$ cat config.mk
export PLATFORM = sky130hd
export DESIGN_NAME = ptqc_flags
export DESIGN_NICKNAME = d
export VERILOG_FILES = /design/src/design/ptqc_pkg.sv /design/src/design/ptqc_flags.sv
export SDC_FILE = /design/constraint.sdc
export NUM_CORES = 1
export LEC_CHECK = 0
export ABC_AREA = 0
export ABC_CLOCK_PERIOD_IN_PS = 11820
export BUFFER_PORTS_ARGS = -buffer_cell sky130_fd_sc_hd__buf_2
export CORE_MARGIN = 4
export CORE_UTILIZATION = 30
export DETAILED_ROUTE_END_ITERATION = 10
export PLACE_DENSITY = 0.5
export SLEW_MARGIN = 20
export SYNTH_ARGS = -nofsm -noshare
export SYNTH_HDL_FRONTEND = slang
export SYNTH_SLANG_ARGS = --single-unit
$ cat constraint.sdc
create_clock -name i_clk -period 11.82 [get_ports i_clk]
set_input_delay 0.591 -clock i_clk [delete_from_list [all_inputs] [get_ports i_clk]]
set_output_delay 0.591 -clock i_clk [all_outputs]
set_load 0.01 [all_outputs]
$ cat src/design/ptqc_pkg.sv
// shared types and constants for the priority task queue with claim table
// no dependencies; imported by every module of the block
package ptqc_pkg;

    // defaults for the top level parameters
    localparam int QUEUE_DEPTH_DEF = 64;
    localparam int ITEM_SLOTS_DEF  = 256;

    // field widths
    localparam int FUNC_W    = 2;
    localparam int ITEM_W    = 8;
    localparam int PRIO_W    = 8;
    localparam int DATA_W    = 32;
    localparam int CNT_W     = 9;
    localparam int COUNT_W   = 7;

    // packed stream widths
    localparam int IN_FIELDS_W  = ITEM_W + PRIO_W + DATA_W + 1;
    localparam int IN_DATA_W    = ((IN_FIELDS_W + 7) / 8) * 8;
    localparam int OUT_FIELDS_W = ITEM_W + PRIO_W + DATA_W + 2 * COUNT_W;
    localparam int OUT_DATA_W   = ((OUT_FIELDS_W + 7) / 8) * 8;

    // request kinds carried on tuser
    typedef enum logic [FUNC_W-1:0] {
        FUNC_PUSH     = 2'd0,
        FUNC_POP      = 2'd1,
        FUNC_COMPLETE = 2'd2,
        FUNC_FLAG     = 2'd3
    } t_func;

    // per item flags, available in bit 0
    typedef struct packed {
        logic done;
        logic claimed;
        logic avail;
    } t_flags;

    // one queued task
    typedef struct packed {
        logic [ITEM_W-1:0] item;
        logic [PRIO_W-1:0] prio;
        logic [DATA_W-1:0] data;
    } t_entry;

    // command broadcast to every queue cell
    typedef struct packed {
        logic   push;
        logic   pop;
        t_entry ent;
    } t_qcmd;

    // what a cell shows its neighbors
    typedef struct packed {
        logic   valid;
        logic   keep;
        t_entry ent;
    } t_link;

endpackage

$ cat src/design/ptqc_flags.sv
// item flag memory with one read and one write port, cleared by a sweep after reset
// depends on ptqc_pkg
module ptqc_flags #(
    parameter int ITEM_SLOTS = ptqc_pkg::ITEM_SLOTS_DEF,
    localparam int AW = (ITEM_SLOTS > 1) ? $clog2(ITEM_SLOTS) : 1
) (
    input  logic             i_clk,
    input  logic             i_rst_n,
    input  logic             i_rd_en,
    input  logic [AW-1:0]    i_rd_addr,
    output ptqc_pkg::t_flags o_rd_data,
    input  logic             i_wr_en,
    input  logic [AW-1:0]    i_wr_addr,
    input  ptqc_pkg::t_flags i_wr_data,
    output logic             o_ready
);
    import ptqc_pkg::*;

    t_flags        mem [ITEM_SLOTS];
    t_flags        r_rd_data;
    logic          r_clearing;
    logic [AW-1:0] r_clr_addr;
    logic          wr_en;
    logic [AW-1:0] wr_addr;
    t_flags        wr_data;

    // clearing sweep, one entry a cycle
    always_ff @(posedge i_clk) begin
        if (!i_rst_n) begin
            r_clearing <= 1'b1;
            r_clr_addr <= '0;
        end else if (r_clearing) begin
            r_clr_addr <= AW'(r_clr_addr + 1'b1);
            if (r_clr_addr == AW'(ITEM_SLOTS - 1)) begin
                r_clearing <= 1'b0;
            end
        end
    end

    // sweep owns the write port until done
    always_comb begin
        wr_en   = r_clearing ? 1'b1 : i_wr_en;
        wr_addr = r_clearing ? r_clr_addr : i_wr_addr;
        wr_data = r_clearing ? '0 : i_wr_data;
    end

    // storage
    always_ff @(posedge i_clk) begin
        if (wr_en) begin
            mem[wr_addr] <= wr_data;
        end
        if (i_rd_en) begin
            r_rd_data <= mem[i_rd_addr];
        end
    end

    assign o_rd_data = r_rd_data;
    assign o_ready   = !r_clearing;

endmodule

==> parameters.txt <==
Parameter                              Value

Detailed routing
  Detailed-route DRC error count    0
  Iteration-0 DRC count of the detailed router    between 1.5k and 2k
  Routed wire length per instance    ~26 um
  Antenna Violating Nets Remaining    0
  Final wirelength    81,200 um
  Average vias per placed instance    approximately 5
  Vias after detailed routing    16.0k
  Number of detailed-route iterations in the first pass    7

STA
  RSZ-0062 raised after global routing    no
  Final-report setup violation count    0
  Final Hold Slack    roughly 0.22 ns
  Final clock period utilization by the worst path    a little over a third
  Count of endpoints failing hold in the final timing report    0
  Clock period minus final worst setup slack    between 4 and 5 ns
  Setup slack after layout    ~7.6 ns
  Max Clock Freq    roughly 240 MHz
  Actual slew at the worst max-slew pin    about 1.1 ns
  Max-slew headroom    between 20% and 30%
  Number of slew-limit violations in the final report    0
  Final setup TNS    0 ns
  Clock tree skew after final layout    0.0149 ns

Power
  Power dissipated by switching net loads    around 1200 uW
  Clock network fraction of design power    43.7%
  Static leakage    between 0.01 and 0.015 uW
  Sequential cell fraction of total power    between 50% and 60%
  Sw Ratio    approximately 21%
  Power per Cell Area    162 mW/mm2
  Maximum resistive drop on vdd    0.0997 mV
  Internal Power    about 4600 uW
  Fraction of power consumed by combinational cells    4.2%

Placed design
  Worst slack at placement    6.85 ns
  I/O Buffers    26
  GP Congestion    ~0.75
  Placed wire-length estimate after detailed placement    around 49,000 um

Status
  Status    finished clean

Floorplan
  Initial core utilization    a little under a third
  Boundary Pins    27
  Number of cell rows    between 100 and 150
  Die footprint    0.110 mm2
  Die Span X    between 300 and 400 um
  Vertical die dimension    about 330 um
  Standard cell core area    0.104 mm2

Yosys
  Mapped Area    0.0313 mm2
  Flip-flop and latch count after synthesis    780
  Mean area per synthesized cell    18.6 um2
  Leading register cell type out of synthesis    edfxtp_1
  Portion of the post-synthesis area used by sequential elements    about 74%
  Top area cells in the synthesized netlist    edfxtp_1 74%, mux4_2 14%, nor2_1 3.2%
  List of most frequent post-synthesis cells    771 x edfxtp_1, 270 x nor2_1, 191 x mux4_2, 71 x nand2_1, 61 x clkbuf_1
  Share of flip-flops with an asynchronous set or reset after synthesis    0%
  Share of the synthesized area in the top cell type    between 70% and 80%
  Most numerous cell in the Yosys netlist    edfxtp_1
  Yosys synthesis warning count    0
  Synth Net Count    1,705
  Gate Count Post-Synth    about 1.7k
  Synth area leader    edfxtp_1
  Distinct cell type count after synthesis    50
  Number of enable flip-flop cells after synthesis    approximately 770

Setup path
  Critical Path AT    around 4.5 ns
  Kind of start point of the critical path    input port
  Cell breakdown of the critical path    buf_8, buf_4, buf_4, mux4_2, a22oi_1, a21oi_1, a311oi_1, o311ai_1
  Largest fanout on the critical path    70
  Most used cell, CP    buf_4
  Worst endpoint required time    approximately 12 ns
  Max stage delay cell, worst path    buf_4
  Class of the most critical setup path    in2reg
  Slowest Stage Delay on Critical Path    just over 0.8 ns
  Critical path endpoint category    flip-flop
  Cell family with the largest share of critical-path delay    buffers and inverters
  Buffers & Inverters on Critical Path    3

Global route
  Wire length of the first global-routing pass    approximately 120,000 um
  Final global-route overflow total    0
  Maximum number of pins on one net before global-route repair    100
  Antenna violations before repair    3
  Via count of the first global-routing pass    approximately 17k
  Global router's overall resource usage    between 10% and 20%

Cells and area
  Share of cells above drive strength 1    21.9%
  Number of nets in the layout    1,733
  Area delta synth->final    13.6%

Clocking
  Worst-path clk slew    roughly 0.060 ns
  Later-pin clock latency in the skew report    approximately 0.63 ns
  Clk Tree Root Cell    clkbuf_16
  Number of clock buffers inserted by TritonCTS    79
  Buffers inserted during post-CTS setup optimization    0
  Clock Path Buffers    3
  CTS tree    done
  CTS H-tree lvls    3
  Number of gates resized after CTS    0
  Total clock sinks    between 700 and 800
  Post-CTS Hold Fix Bufs    0

Min path
  Worst hold path class    in2reg

Job
  Max-cap violation count    0
-- layout make-up --
type,count,area [um2]
fillers,9782,68000
inverters,9,33.8
clock buffers,98,2140
multi-input cells,785,7560
flip-flops and latches,780,23300
diodes,2,5.00
clock inverters,43,449
well taps,1380,1730
repair buffers,54,359
-- through the flow --
step / cell area [um2] / utilization (%) / instances / power, uW
after floorplan: 31300 / - / 1681 / 3210
after global routing: 35600 / 34.3 / 3149 / 5940
after detailed placement: 33000 / 31.8 / 3008 / 3300
after CTS: 35600 / 34.3 / 3149 / 5810
final: 35600 / 34.4 / 3151 / 5760
after global placement: 33000 / 31.8 / 3008 / 3300
-- state kept, by name, indices dropped and copies added, names as in the netlist --
| register | count |
|---|---|
| mem | 768 |
| r_clr_addr | 8 |
| o_rd_data | 3 |
| r_clearing | 1 |
-- power groups by stage --
stage	Clock (uW)	Sequential [uW]	Combinational, uW
after floorplan	0	3060	155
after global placement	0	3060	241
after detailed placement	0	3060	242
after CTS	2560	3000	243
after global routing	2680	3000	254
final	2520	3000	240
-- layer usage --
metal / global-route usage [%] / vias to the layer above / part of all wire, %
met5: 0 / - / 0
met4: 3.91 / 0 / 2.3
met3: 3.67 / 103 / 7.2
met2: 23.8 / 539 / 48
met1: 20.0 / 8541 / 43
li1: - / 6809 / -
-- layout by cell type (no fill, tap or decap), drive strengths merged, types with 25 or more instances in the layout --
cell / n
clkinv: 31
mux2i: 26
nand3: 25
nor2: 270
edfxtp: 771
mux4: 191
a22oi: 26
buf: 53
nand2: 71
clkbuf: 99
-- logic make-up after synthesis --
kind of cell | Yosys count | synth area share (%)
xor+xnor | 3 | 0.0839
simple gates | 425 | 5.66
buf+inv | 116 | 1.75
mux | 229 | 15.0
compound gates | 127 | 3.01
fa+ha+maj | 1 | 0.0399
flops | 780 | 74.5
-- worst paths after layout --
check	endpoint	slack, ns	startpoint	cells past startpoint
setup / recovery	o_rd_data[1]$_DFFE_PP_	7.63	i_rd_addr[0]	8
hold / removal	r_clearing$_SDFF_PN1_	0.22	i_rst_n	2
setup reg to reg	mem[141][2]$_DFFE_PP_	8.11	r_clearing$_SDFF_PN1_	6
hold reg to reg	r_clr_addr[0]$_SDFFE_PN0P_	0.54	r_clr_addr[0]$_SDFFE_PN0P_	2
-- worst register-to-register path, stage by stage (launching register included) --
cell and delay (ns):
dfxtp_1 0.30, buf_4 0.23, inv_2 0.21, nand2_1 0.09, o22ai_1 0.82, nand3_2 1.04, nor2_1 0.66
Note: power is estimated with default switching activity, not from simulation.
