[config.mk]
export PLATFORM = sky130hd
export DESIGN_NAME = ptqc_cell
export DESIGN_NICKNAME = d
export VERILOG_FILES = /design/src/design/ptqc_pkg.sv /design/src/design/ptqc_cell.sv
export SDC_FILE = /design/constraint.sdc
export NUM_CORES = 1
export LEC_CHECK = 0
export ABC_CLOCK_PERIOD_IN_PS = 7100
export BUFFER_PORTS_ARGS = -buffer_cell sky130_fd_sc_hd__buf_2
export CORE_ASPECT_RATIO = 0.75
export CORE_MARGIN = 2
export CORE_UTILIZATION = 25
export DETAILED_ROUTE_END_ITERATION = 12
export GPL_TIMING_DRIVEN = 1
export PLACE_DENSITY = 0.59
export SLEW_MARGIN = 20
export SYNTH_ARGS = -nofsm -noshare
export SYNTH_HDL_FRONTEND = slang
export SYNTH_SLANG_ARGS = --single-unit
[constraint.sdc]
create_clock -name i_clk -period 7.1 [get_ports i_clk]
set_input_delay 1.42 -clock i_clk [delete_from_list [all_inputs] [get_ports i_clk]]
set_output_delay 1.42 -clock i_clk [all_outputs]
set_load 0.01 [all_outputs]
[src/design/ptqc_pkg.sv]
// shared types and constants for the priority task queue with claim table
// no dependencies; imported by every module of the block
package ptqc_pkg;

    // defaults for the top level parameters
    localparam int QUEUE_DEPTH_DEF = 64;
    localparam int ITEM_SLOTS_DEF  = 256;

    // field widths
    localparam int FUNC_W    = 2;
    localparam int ITEM_W    = 8;
    localparam int PRIO_W    = 8;
    localparam int DATA_W    = 32;
    localparam int CNT_W     = 9;
    localparam int COUNT_W   = 7;

    // packed stream widths
    localparam int IN_FIELDS_W  = ITEM_W + PRIO_W + DATA_W + 1;
    localparam int IN_DATA_W    = ((IN_FIELDS_W + 7) / 8) * 8;
    localparam int OUT_FIELDS_W = ITEM_W + PRIO_W + DATA_W + 2 * COUNT_W;
    localparam int OUT_DATA_W   = ((OUT_FIELDS_W + 7) / 8) * 8;

    // request kinds carried on tuser
    typedef enum logic [FUNC_W-1:0] {
        FUNC_PUSH     = 2'd0,
        FUNC_POP      = 2'd1,
        FUNC_COMPLETE = 2'd2,
        FUNC_FLAG     = 2'd3
    } t_func;

    // per item flags, available in bit 0
    typedef struct packed {
        logic done;
        logic claimed;
        logic avail;
    } t_flags;

    // one queued task
    typedef struct packed {
        logic [ITEM_W-1:0] item;
        logic [PRIO_W-1:0] prio;
        logic [DATA_W-1:0] data;
    } t_entry;

    // command broadcast to every queue cell
    typedef struct packed {
        logic   push;
        logic   pop;
        t_entry ent;
    } t_qcmd;

    // what a cell shows its neighbors
    typedef struct packed {
        logic   valid;
        logic   keep;
        t_entry ent;
    } t_link;

endpackage

[src/design/ptqc_cell.sv]
// one slot of the sorted task queue; shifts toward the tail on push, head on pop
// depends on ptqc_pkg
module ptqc_cell (
    input  logic           i_clk,
    input  logic           i_rst_n,
    input  ptqc_pkg::t_qcmd i_cmd,
    input  ptqc_pkg::t_link i_left,
    input  ptqc_pkg::t_link i_right,
    output ptqc_pkg::t_link o_link
);
    import ptqc_pkg::*;

    logic   r_valid;
    t_entry r_ent;
    logic   keep;

    // task stays put on push when it ranks at or above the new one
    assign keep = r_valid && (r_ent.prio >= i_cmd.ent.prio);

    // occupancy
    always_ff @(posedge i_clk) begin
        if (!i_rst_n) begin
            r_valid <= 1'b0;
        end else if (i_cmd.push) begin
            if (!keep) begin
                r_valid <= i_left.keep ? 1'b1 : i_left.valid;
            end
        end else if (i_cmd.pop) begin
            r_valid <= i_right.valid;
        end
    end

    // task contents
    always_ff @(posedge i_clk) begin
        if (i_cmd.push) begin
            if (!keep) begin
                r_ent <= i_left.keep ? i_cmd.ent : i_left.ent;
            end
        end else if (i_cmd.pop) begin
            r_ent <= i_right.ent;
        end
    end

    assign o_link = '{valid: r_valid, keep: keep, ent: r_ent};

endmodule

==> summary.txt, run 1 <==
status - completed
Clock Skew - 0.00625 ns
Residual DRC - 0
Starting Density - 26.0%
max_slew headroom - 43.6%
CP most frequent cell - buf_2
Clock Pin Slew Worst Setup and Hold Paths - 0.07 ns
Cell variety after synth - 26
fillers - 1070
Clock Tree Buf Depth - 2
Startpoint Class - input pin
Clock power frac - 32.3%
port bufs - 200
Clock Root Buffer - clkbuf_16
number of flops mapped to enable cells by yosys - 48
Flop pwr share - 46.6%
critical path capture point type - output port
DRT Pass-1 Iters - 4
# diodes - 0
CTS H-tree depth - 2
IO Count - 202
WP data required - 5.68 ns
share of cells above drive strength 1 - 49.3%
WS Path Type - in -> out
row cnt - 32
max cap viols - 0
Finished Layout Cells - 572
cts hold-fix bufs - 0
TNS Setup - 0 ns
fin nets - 595
clock latency at the later pin of the worst-skew pair - 0.28 ns
highest clock rate - 242 MHz
Crit-path slowest cell - a221o_1
R2R setup slack - 4.36 ns
Max Transition Viols Final - 0
Pint - 583 uW
CP Max Fanout - 3
Die X - 124 um
Post-Place Worst Slack - 2.99 ns
number of synthesized register bits - 49
CP Data Arrival Time - 2.70 ns
initial antenna violation count - 0
dpl cells - 564
CTS tree - yes
Global Route met2 Usage - 20.5%
DRT Wirelength - 7340 um
reg2reg start - o_link[32]$_DFFE_PP_
crit path launch - i_cmd[38]
setup bufs post-CTS - 0
Area Growth Syn to Fin - 45.4%
Seq/Total Area, Yosys - 53.7%
vias in the first global route - 2378
combinational power share - 21.1%
clock buffer count from CTS - 5
Resized Gates After CTS - 0
DR vias/cell - 4.42
antenna violation net count after detailed routing - 0
largest net degree at the start of global routing - 53
vias post-DR - 2528
min-delay src - r_valid$_SDFFE_PN0P_
NetSw - 196 uW
Tmin final - 4.12 ns
met1 Usage GRT - 13.7%
first-pass GRT wire length - 11100 um
ys flop type - edfxtp_1
worst min path class - reg -> reg
Final Hold Fails - 0
Final GP Congestion - 0.820
grt total ovfl - 0
core area - 10500 sq um
final setup violation count - 0
Initial DRC Count - 49
Mapped Area - 2720 sq um
M3 GR Usage - 4.53%
Post-Syn Nets - 404
GR peak layer - met2
Max stage delay on crit path - 0.36 ns
Avg Inst Size Synth - 11.1 sq um
hpwl dp - 5750 um
Sw Share - 25.2%
PnR worst setup slack - 2.98 ns
clk sink count - 49
Leak - 0.00195 uW
IR drop worst, VDD - 0.0910 mV
asr flop ratio synth - 0%
wire per inst - 12.8 um
Synth Instances - 244
Tightest Pin Transition - 0.846 ns
gr usage total - 11.7%
Die H - 94.3 um
RSZ-0062 raised after global routing - no
die area - 11700 sq um
CP cell instances - buf_2 > inv_1 > ha_1 > and3_1 > a221o_1 > nand2_2 > nand2_1 > buf_2
final worst path period share - 58.1%
Synth Warn # - 0
Power Density - 197 nW/um^2
Hold WS - 0.590 ns
-- per-stage QoR --
stage	utilization, %	area [sq um]	power (uW)
finish	37.9	3960	779
global route	37.9	3960	817
CTS	37.9	3960	790
detailed placement	36.4	3800	537
global placement	36.4	3800	533
floorplan	-	2720	455
-- path summary, 6_finish.rpt --
path	to	cells after the start
worst max-delay path	o_link[48]	8
worst min-delay path	r_valid$_SDFFE_PN0P_	2
worst max register to register	o_link[39]$_DFFE_PP_	7
worst min register to register	r_valid$_SDFFE_PN0P_	2
-- layout make-up --
type                            count  area, sq um  area share (%)
Clock buffer                        7          153            3.86
Clock inverter                      1         5.00           0.127
Inverter                            8         30.0           0.759
Multi-Input combinational cell    168         1110            28.1
Sequential cell                    49         1460            36.9
Tap cell                          136          170            4.30
Timing Repair Buffer              203         1020            25.9
-- metal layers --
metal	share of wire [%]	routed length (um)
met1	42	3110
met2	47	3470
met3	9.4	692
met4	0.82	60
met5	0	0
-- critical path: cells and delay by family --
family | cells | cell delay (ns)
compound gates | 1 | 0.36
simple gates | 3 | 0.32
fa+ha+maj | 1 | 0.31
buf+inv | 3 | 0.29
-- kinds of logic after synthesis --
family | after synthesis | synth area share [%]
simple gates | 54 | 7.87
buf+inv | 27 | 5.34
flops | 49 | 53.7
fa+ha+maj | 8 | 3.68
compound gates | 57 | 11.3
mux | 49 | 18.1
-- state kept, by name, indices dropped and copies added, names as in the netlist --
| name | cells |
|---|---|
| o_link | 48 |
| r_valid | 1 |
-- power groups by stage --
stage / Combinational (uW) / Clock [uW] / Sequential [uW]
after floorplan: 69.9 / 0 / 385
after global placement: 164 / 0 / 369
after detailed placement: 167 / 0 / 370
after CTS: 168 / 259 / 364
after global routing: 183 / 268 / 366
final: 164 / 251 / 363
-- cells in the mapped netlist (all sizes together), types with 2 or more instances --
cell type | number | area share, %
a21oi | 49 | 9.0
nor2 | 49 | 6.8
edfxtp | 48 | 53
mux2i | 48 | 18
buf | 12 | 3.3
ha | 8 | 3.7
inv | 8 | 1.1
clkbuf | 7 | 0.97
nand2 | 2 | 0.37
o21ai | 2 | 0.37
-- cell usage in the layout (no fill, tap or decap), types with 2 or more instances in the layout --
master and n:
inv_1 8, buf_2 200, mux2i_1 48, a21oi_1 49, ha_1 8, edfxtp_1 48, buf_4 3, clkbuf_8 2
nor2_1 49, clkbuf_16 5
Note: power is estimated with default switching activity, not from simulation.
==> inputs of run 2 (changes only) <==
ABC_AREA = 1   (was default)
ABC_CLOCK_PERIOD_IN_PS = 3600   (was 7100)
PLACE_DENSITY = 0.61   (was 0.59)
clock period = 3.6 ns   (was 7.1 ns; I/O delays follow)
==> summary.txt, run 2 <==
Die H - 94.3 um
cts hold-fix bufs - 0
Mapped Area - 2720 sq um
Power Density - 382 nW/um^2
total power - 1500 uW
max cap viols - 0
Final GP Congestion - 0.789
clk sink count - 49
Pint - 1110 uW
Starting Density - 26.0%
IO Count - 202
Max Transition Viols Final - 0
grt total ovfl - 0
Synth area leaders - edfxtp_1 (53%), o21ai_0 (15%), nand2_1 (8.2%)
post-synth top area share - 53.1%
highest clock rate - 375 MHz
die area - 11700 sq um
final setup violation count - 0
DRT Pass-1 Iters - 4
WS Path Type - in -> out
Sw Share - 26.3%
combinational power share - 22.4%
Clock Root Buffer - clkbuf_16
commonest cells after routing, fill and taps aside - buf_2 (200), o21ai_0 (79), nand2_1 (59)
max_slew headroom - 45.9%
Tightest Pin Transition - 0.810 ns
clock buffer count from CTS - 5
largest net degree at the start of global routing - 50
Resized Gates After CTS - 0
Min-Delay Path Depth - 4
RSZ-0062 raised after global routing - no
Initial DRC Count - 103
IR drop worst, VDD - 0.145 mV
TNS Setup - 0 ns
gr usage total - 13.7%
WP data required - 2.88 ns
Residual DRC - 0
ys flop type - edfxtp_1
hold endpoint - r_valid$_SDFFE_PN0P_
final worst path period share - 74.1%
Area Growth Syn to Fin - 44.7%
antenna violation net count after detailed routing - 0
CTS H-tree depth - 2
share of cells above drive strength 1 - 42.4%
initial antenna violation count - 0
CP Data Arrival Time - 1.95 ns
Post-Syn Nets - 473
NetSw - 395 uW
status - completed
Final Hold Fails - 0
Seq/Total Area, Yosys - 53.8%
Largest register FFs - 48
number of flops mapped to enable cells by yosys - 48
core area - 10500 sq um
DRT Wirelength - 8290 um
DR vias/cell - 4.48
wire per inst - 13.0 um
cell taking the most area after synthesis - edfxtp_1
fillers - 1089
vias in the first global route - 2774
Clock Tree Buf Depth - 2
Clock power frac - 29.4%
R2R Path End - o_link[41]$_DFFE_PP_
first-pass GRT wire length - 12900 um
Clock Pin Slew Worst Setup and Hold Paths - 0.06 ns
Clock Skew - 0.00500 ns
most common cell after layout, fill and taps aside - buf_2
Startpoint Class - input pin
CTS tree - yes
CP Max Fanout - 2
# diodes - 0
R2R setup slack - 1.56 ns
reg2reg start - o_link[39]$_DFFE_PP_
vias post-DR - 2851
hpwl dp - 6190 um
Die X - 124 um
setup bufs post-CTS - 0
Synth Instances - 313
most common cell in the netlist - o21ai_0
row cnt - 32
Leak - 0.00189 uW
Avg Inst Size Synth - 8.68 sq um
asr flop ratio synth - 0%
worst min path class - reg -> reg
Tmin final - 2.67 ns
Cell variety after synth - 23
fin nets - 660
number of synthesized register bits - 49
R2R cell count - 8
Flop pwr share - 48.2%
Synth Warn # - 0
port bufs - 200
Synth top cells by count - o21ai_0 (79), nand2_1 (59), nor2_1 (51)
min-delay src - r_valid$_SDFFE_PN0P_
critical path capture point type - output port
clock latency at the later pin of the worst-skew pair - 0.28 ns
==> run 2: metrics by stage <==
step / util, % / std cells / hold slack (ns) / area, sq um / setup WS [ns]
3_3_place_gp: 36.4 / 629 / 0.585 / 3800 / 0.988
2_1_floorplan: - / 313 / 0.561 / 2720 / 0.271
3_5_place_dp: 36.4 / 629 / 0.594 / 3800 / 0.922
4_1_cts: 37.6 / 636 / 0.603 / 3930 / 0.920
5_1_grt: 37.6 / 636 / 0.699 / 3930 / 0.794
6_report: 37.6 / 636 / 0.598 / 3930 / 0.933
==> run 2: layer usage <==
layer  track usage, %  wire [um]  vias to the layer above  share of wire [%]
met1             16.2       3550                     1289                 43
met3             4.95        702                        7                8.5
met2             23.9       3970                      114                 48
li1                 -          -                     1441                  -
met5                0          0                        -                  0
met4             3.18         76                        0               0.92
==> run 2: how the worst max path moves through the flow <==
stage          slack (ns)                   to      start
2_1_floorplan        0.27  o_link[0]$_DFFE_PP_  i_cmd[39]
3_3_place_gp         0.99           o_link[48]  i_cmd[39]
3_5_place_dp         0.92           o_link[48]  i_cmd[39]
4_1_cts              0.92           o_link[48]  i_cmd[39]
5_1_grt              0.79           o_link[48]  i_cmd[39]
6_report             0.93           o_link[48]  i_cmd[39]
==> run 2: critical path, cell delays in order <==
cell and delay [ns]:
buf_2 0.10, inv_1 0.04, ha_1 0.30, nand2_1 0.08, nor2_1 0.18, nand4_1 0.10, nand3_1 0.12, nand2_1 0.05
inv_1 0.10, buf_2 0.16
==> run 2: cell families (layout without fill, tap and decap cells) <==
family,count (synthesis),in the layout,share of synthesized area (%)
AND/OR/NAND/NOR,115,115,16.2
AO/OA/AOI/OAI,102,102,19.0
flip-flops,49,49,53.8
buffers and inverters,39,226,7.28
adder cells (fa/ha/maj),8,8,3.69
==> run 2: cell type report <==
cell class	instances	area, sq um	area share (%)
flip-flops and latches	49	1460	37.2
well taps	136	170	4.33
repair buffers	203	1040	26.4
inverters	16	62.6	1.59
clock buffers	6	129	3.28
multi-input cells	225	1070	27.2
clock inverters	1	3.75	0.0955
==> run 2: power by group through the flow <==
stage,Sequential [uW],Clock [uW],Combinational [uW]
after floorplan,772,0,130
after global placement,734,0,334
after detailed placement,737,0,342
after CTS,725,463,343
after global routing,730,479,379
final,723,441,337
==> inputs of run 3 (changes only) <==
ABC_AREA = 0   (was 1)
ABC_CLOCK_PERIOD_IN_PS = 2800   (was 3600)
PLACE_DENSITY = 0.59   (was 0.61)
clock period = 2.8 ns   (was 3.6 ns; I/O delays follow)
==> summary.txt, run 3 (synthesized netlist as in run 1, its figures left out) <==
RSZ-0062 raised after global routing - no
most common cell after layout, fill and taps aside - buf_2
clock buffer count from CTS - 5
Largest register FFs - 48
R2R setup slack - 0.68 ns
max cap viols - 0
Clock Pin Slew Worst Setup and Hold Paths - 0.06 ns
core area - 10500 sq um
antenna violation net count after detailed routing - 0
clk sink count - 49
Max Transition Viols Final - 0
Residual DRC - 0
Resized Gates After CTS - 0
# diodes - 0
port bufs - 200
dpl cell area - 3840 sq um
commonest cells after routing, fill and taps aside - buf_2 (200), nor2_1 (49), a21oi_1 (49)
WS Path Type - reg -> out
DRT Pass-1 Iters - 4
gr usage total - 12.3%
PnR worst setup slack - 0.409 ns
final worst path period share - 85.4%
fin nets - 596
Clock Skew - 0.00541 ns
wire per inst - 12.9 um
CTS H-tree depth - 2
Die H - 94.3 um
WP data required - 2.24 ns
Die X - 124 um
Power Density - 487 nW/um^2
R2R cell count - 6
grt total ovfl - 0
vias post-DR - 2494
Post-Place Worst Slack - 0.336 ns
post-route cell area - 3990 sq um
dpl cells - 565
reg2reg start - o_link[33]$_DFFE_PP_
critical path capture point type - output port
clock latency at the later pin of the worst-skew pair - 0.29 ns
Leak - 0.00196 uW
TNS Setup - 0 ns
hpwl dp - 5850 um
cts hold-fix bufs - 0
max_slew headroom - 61.6%
crit path launch - o_link[38]$_DFFE_PP_
Initial DRC Count - 101
status - completed
capture point of the worst path - o_link[48]
initial antenna violation count - 0
Tmin final - 2.39 ns
largest net degree at the start of global routing - 75
final setup violation count - 0
CP Data Arrival Time - 1.83 ns
Clock Root Buffer - clkbuf_16
Final Hold Fails - 0
setup bufs post-CTS - 0
die area - 11700 sq um
DR vias/cell - 4.35
Tightest Pin Transition - 0.576 ns
IO Count - 202
highest clock rate - 418 MHz
Area Growth Syn to Fin - 46.7%
first-pass GRT wire length - 11300 um
CTS tree - yes
row cnt - 32
worst min path class - in -> reg
IR drop worst, VDD - 0.208 mV
vias in the first global route - 2395
CP Max Fanout - 3
share of cells above drive strength 1 - 49.0%
fillers - 1060
Clock Tree Buf Depth - 2
Starting Density - 26.0%
DRT Wirelength - 7380 um
Finished Layout Cells - 573
Final GP Congestion - 0.806
R2R Path End - o_link[17]$_DFFE_PP_
Startpoint Class - flop
-- run 3: cell types whose count changed in the layout (fill, tap and decap cells not counted), sizes merged, moves of 2 or more --
| cell | before | now |
|---|---|---|
| a21oi | 3 | 49 |
| clkbuf | 6 | 8 |
| inv | 16 | 8 |
| mux2i | 0 | 48 |
| nand2 | 59 | 2 |
| nand3 | 3 | 0 |
| nor2 | 52 | 49 |
| o21ai | 96 | 2 |
-- run 3: worst min-delay path by stage --
stage,cells after the start,endpoint,from
after global routing,3,r_valid$_SDFFE_PN0P_,i_rst_n
after global placement,2,r_valid$_SDFFE_PN0P_,r_valid$_SDFFE_PN0P_
after detailed placement,2,r_valid$_SDFFE_PN0P_,r_valid$_SDFFE_PN0P_
final,3,r_valid$_SDFFE_PN0P_,i_rst_n
after floorplan,2,r_valid$_SDFFE_PN0P_,r_valid$_SDFFE_PN0P_
after CTS,3,r_valid$_SDFFE_PN0P_,i_rst_n
-- run 3: per-stage QoR --
stage | total power [uW] | hold WS (ns) | util [%]
2_1_floorplan | 1150 | 0.500 | -
3_3_place_gp | 1360 | 0.552 | 36.8
3_5_place_dp | 1370 | 0.579 | 36.8
4_1_cts | 1990 | 0.523 | 38.2
5_1_grt | 2050 | 0.537 | 38.2
6_report | 1940 | 0.528 | 38.2
-- run 3: worst max-delay path: stages, from the launching register on --
cell and delay [ns]:
edfxtp_1 0.41, ha_1 0.31, and3_1 0.17, a221o_1 0.36
nand2_2 0.09, nand2_1 0.05, buf_2 0.16
-- run 3: final cells by class --
cell class                      instances  area [sq um]  share of cell area, %
Timing Repair Buffer                  204          1070                   26.8
Clock buffer                            8           146                   3.67
Sequential cell                        49          1460                   36.6
Tap cell                              136           170                   4.26
Multi-Input combinational cell        168          1110                   27.9
Inverter                                8          30.0                  0.753
-- run 3: routing by layer --
metal  share of wire (%)  GRT usage [%]  vias to the layer above
met3                  11           5.33                        7
li1                    -              -                     1267
met2                  49           21.9                      122
met1                  39           13.6                     1098
met5                   0              0                        -
met4                0.87           3.09                        0
-- run 3: power breakdown --
| group | internal [uW] | switching (uW) | total (uW) |
|---|---|---|---|
| combinational | 207 | 220 | 427 |
| clock | 356 | 243 | 599 |
| sequential | 899 | 19.9 | 919 |
| total | 1460 | 483 | 1940 |
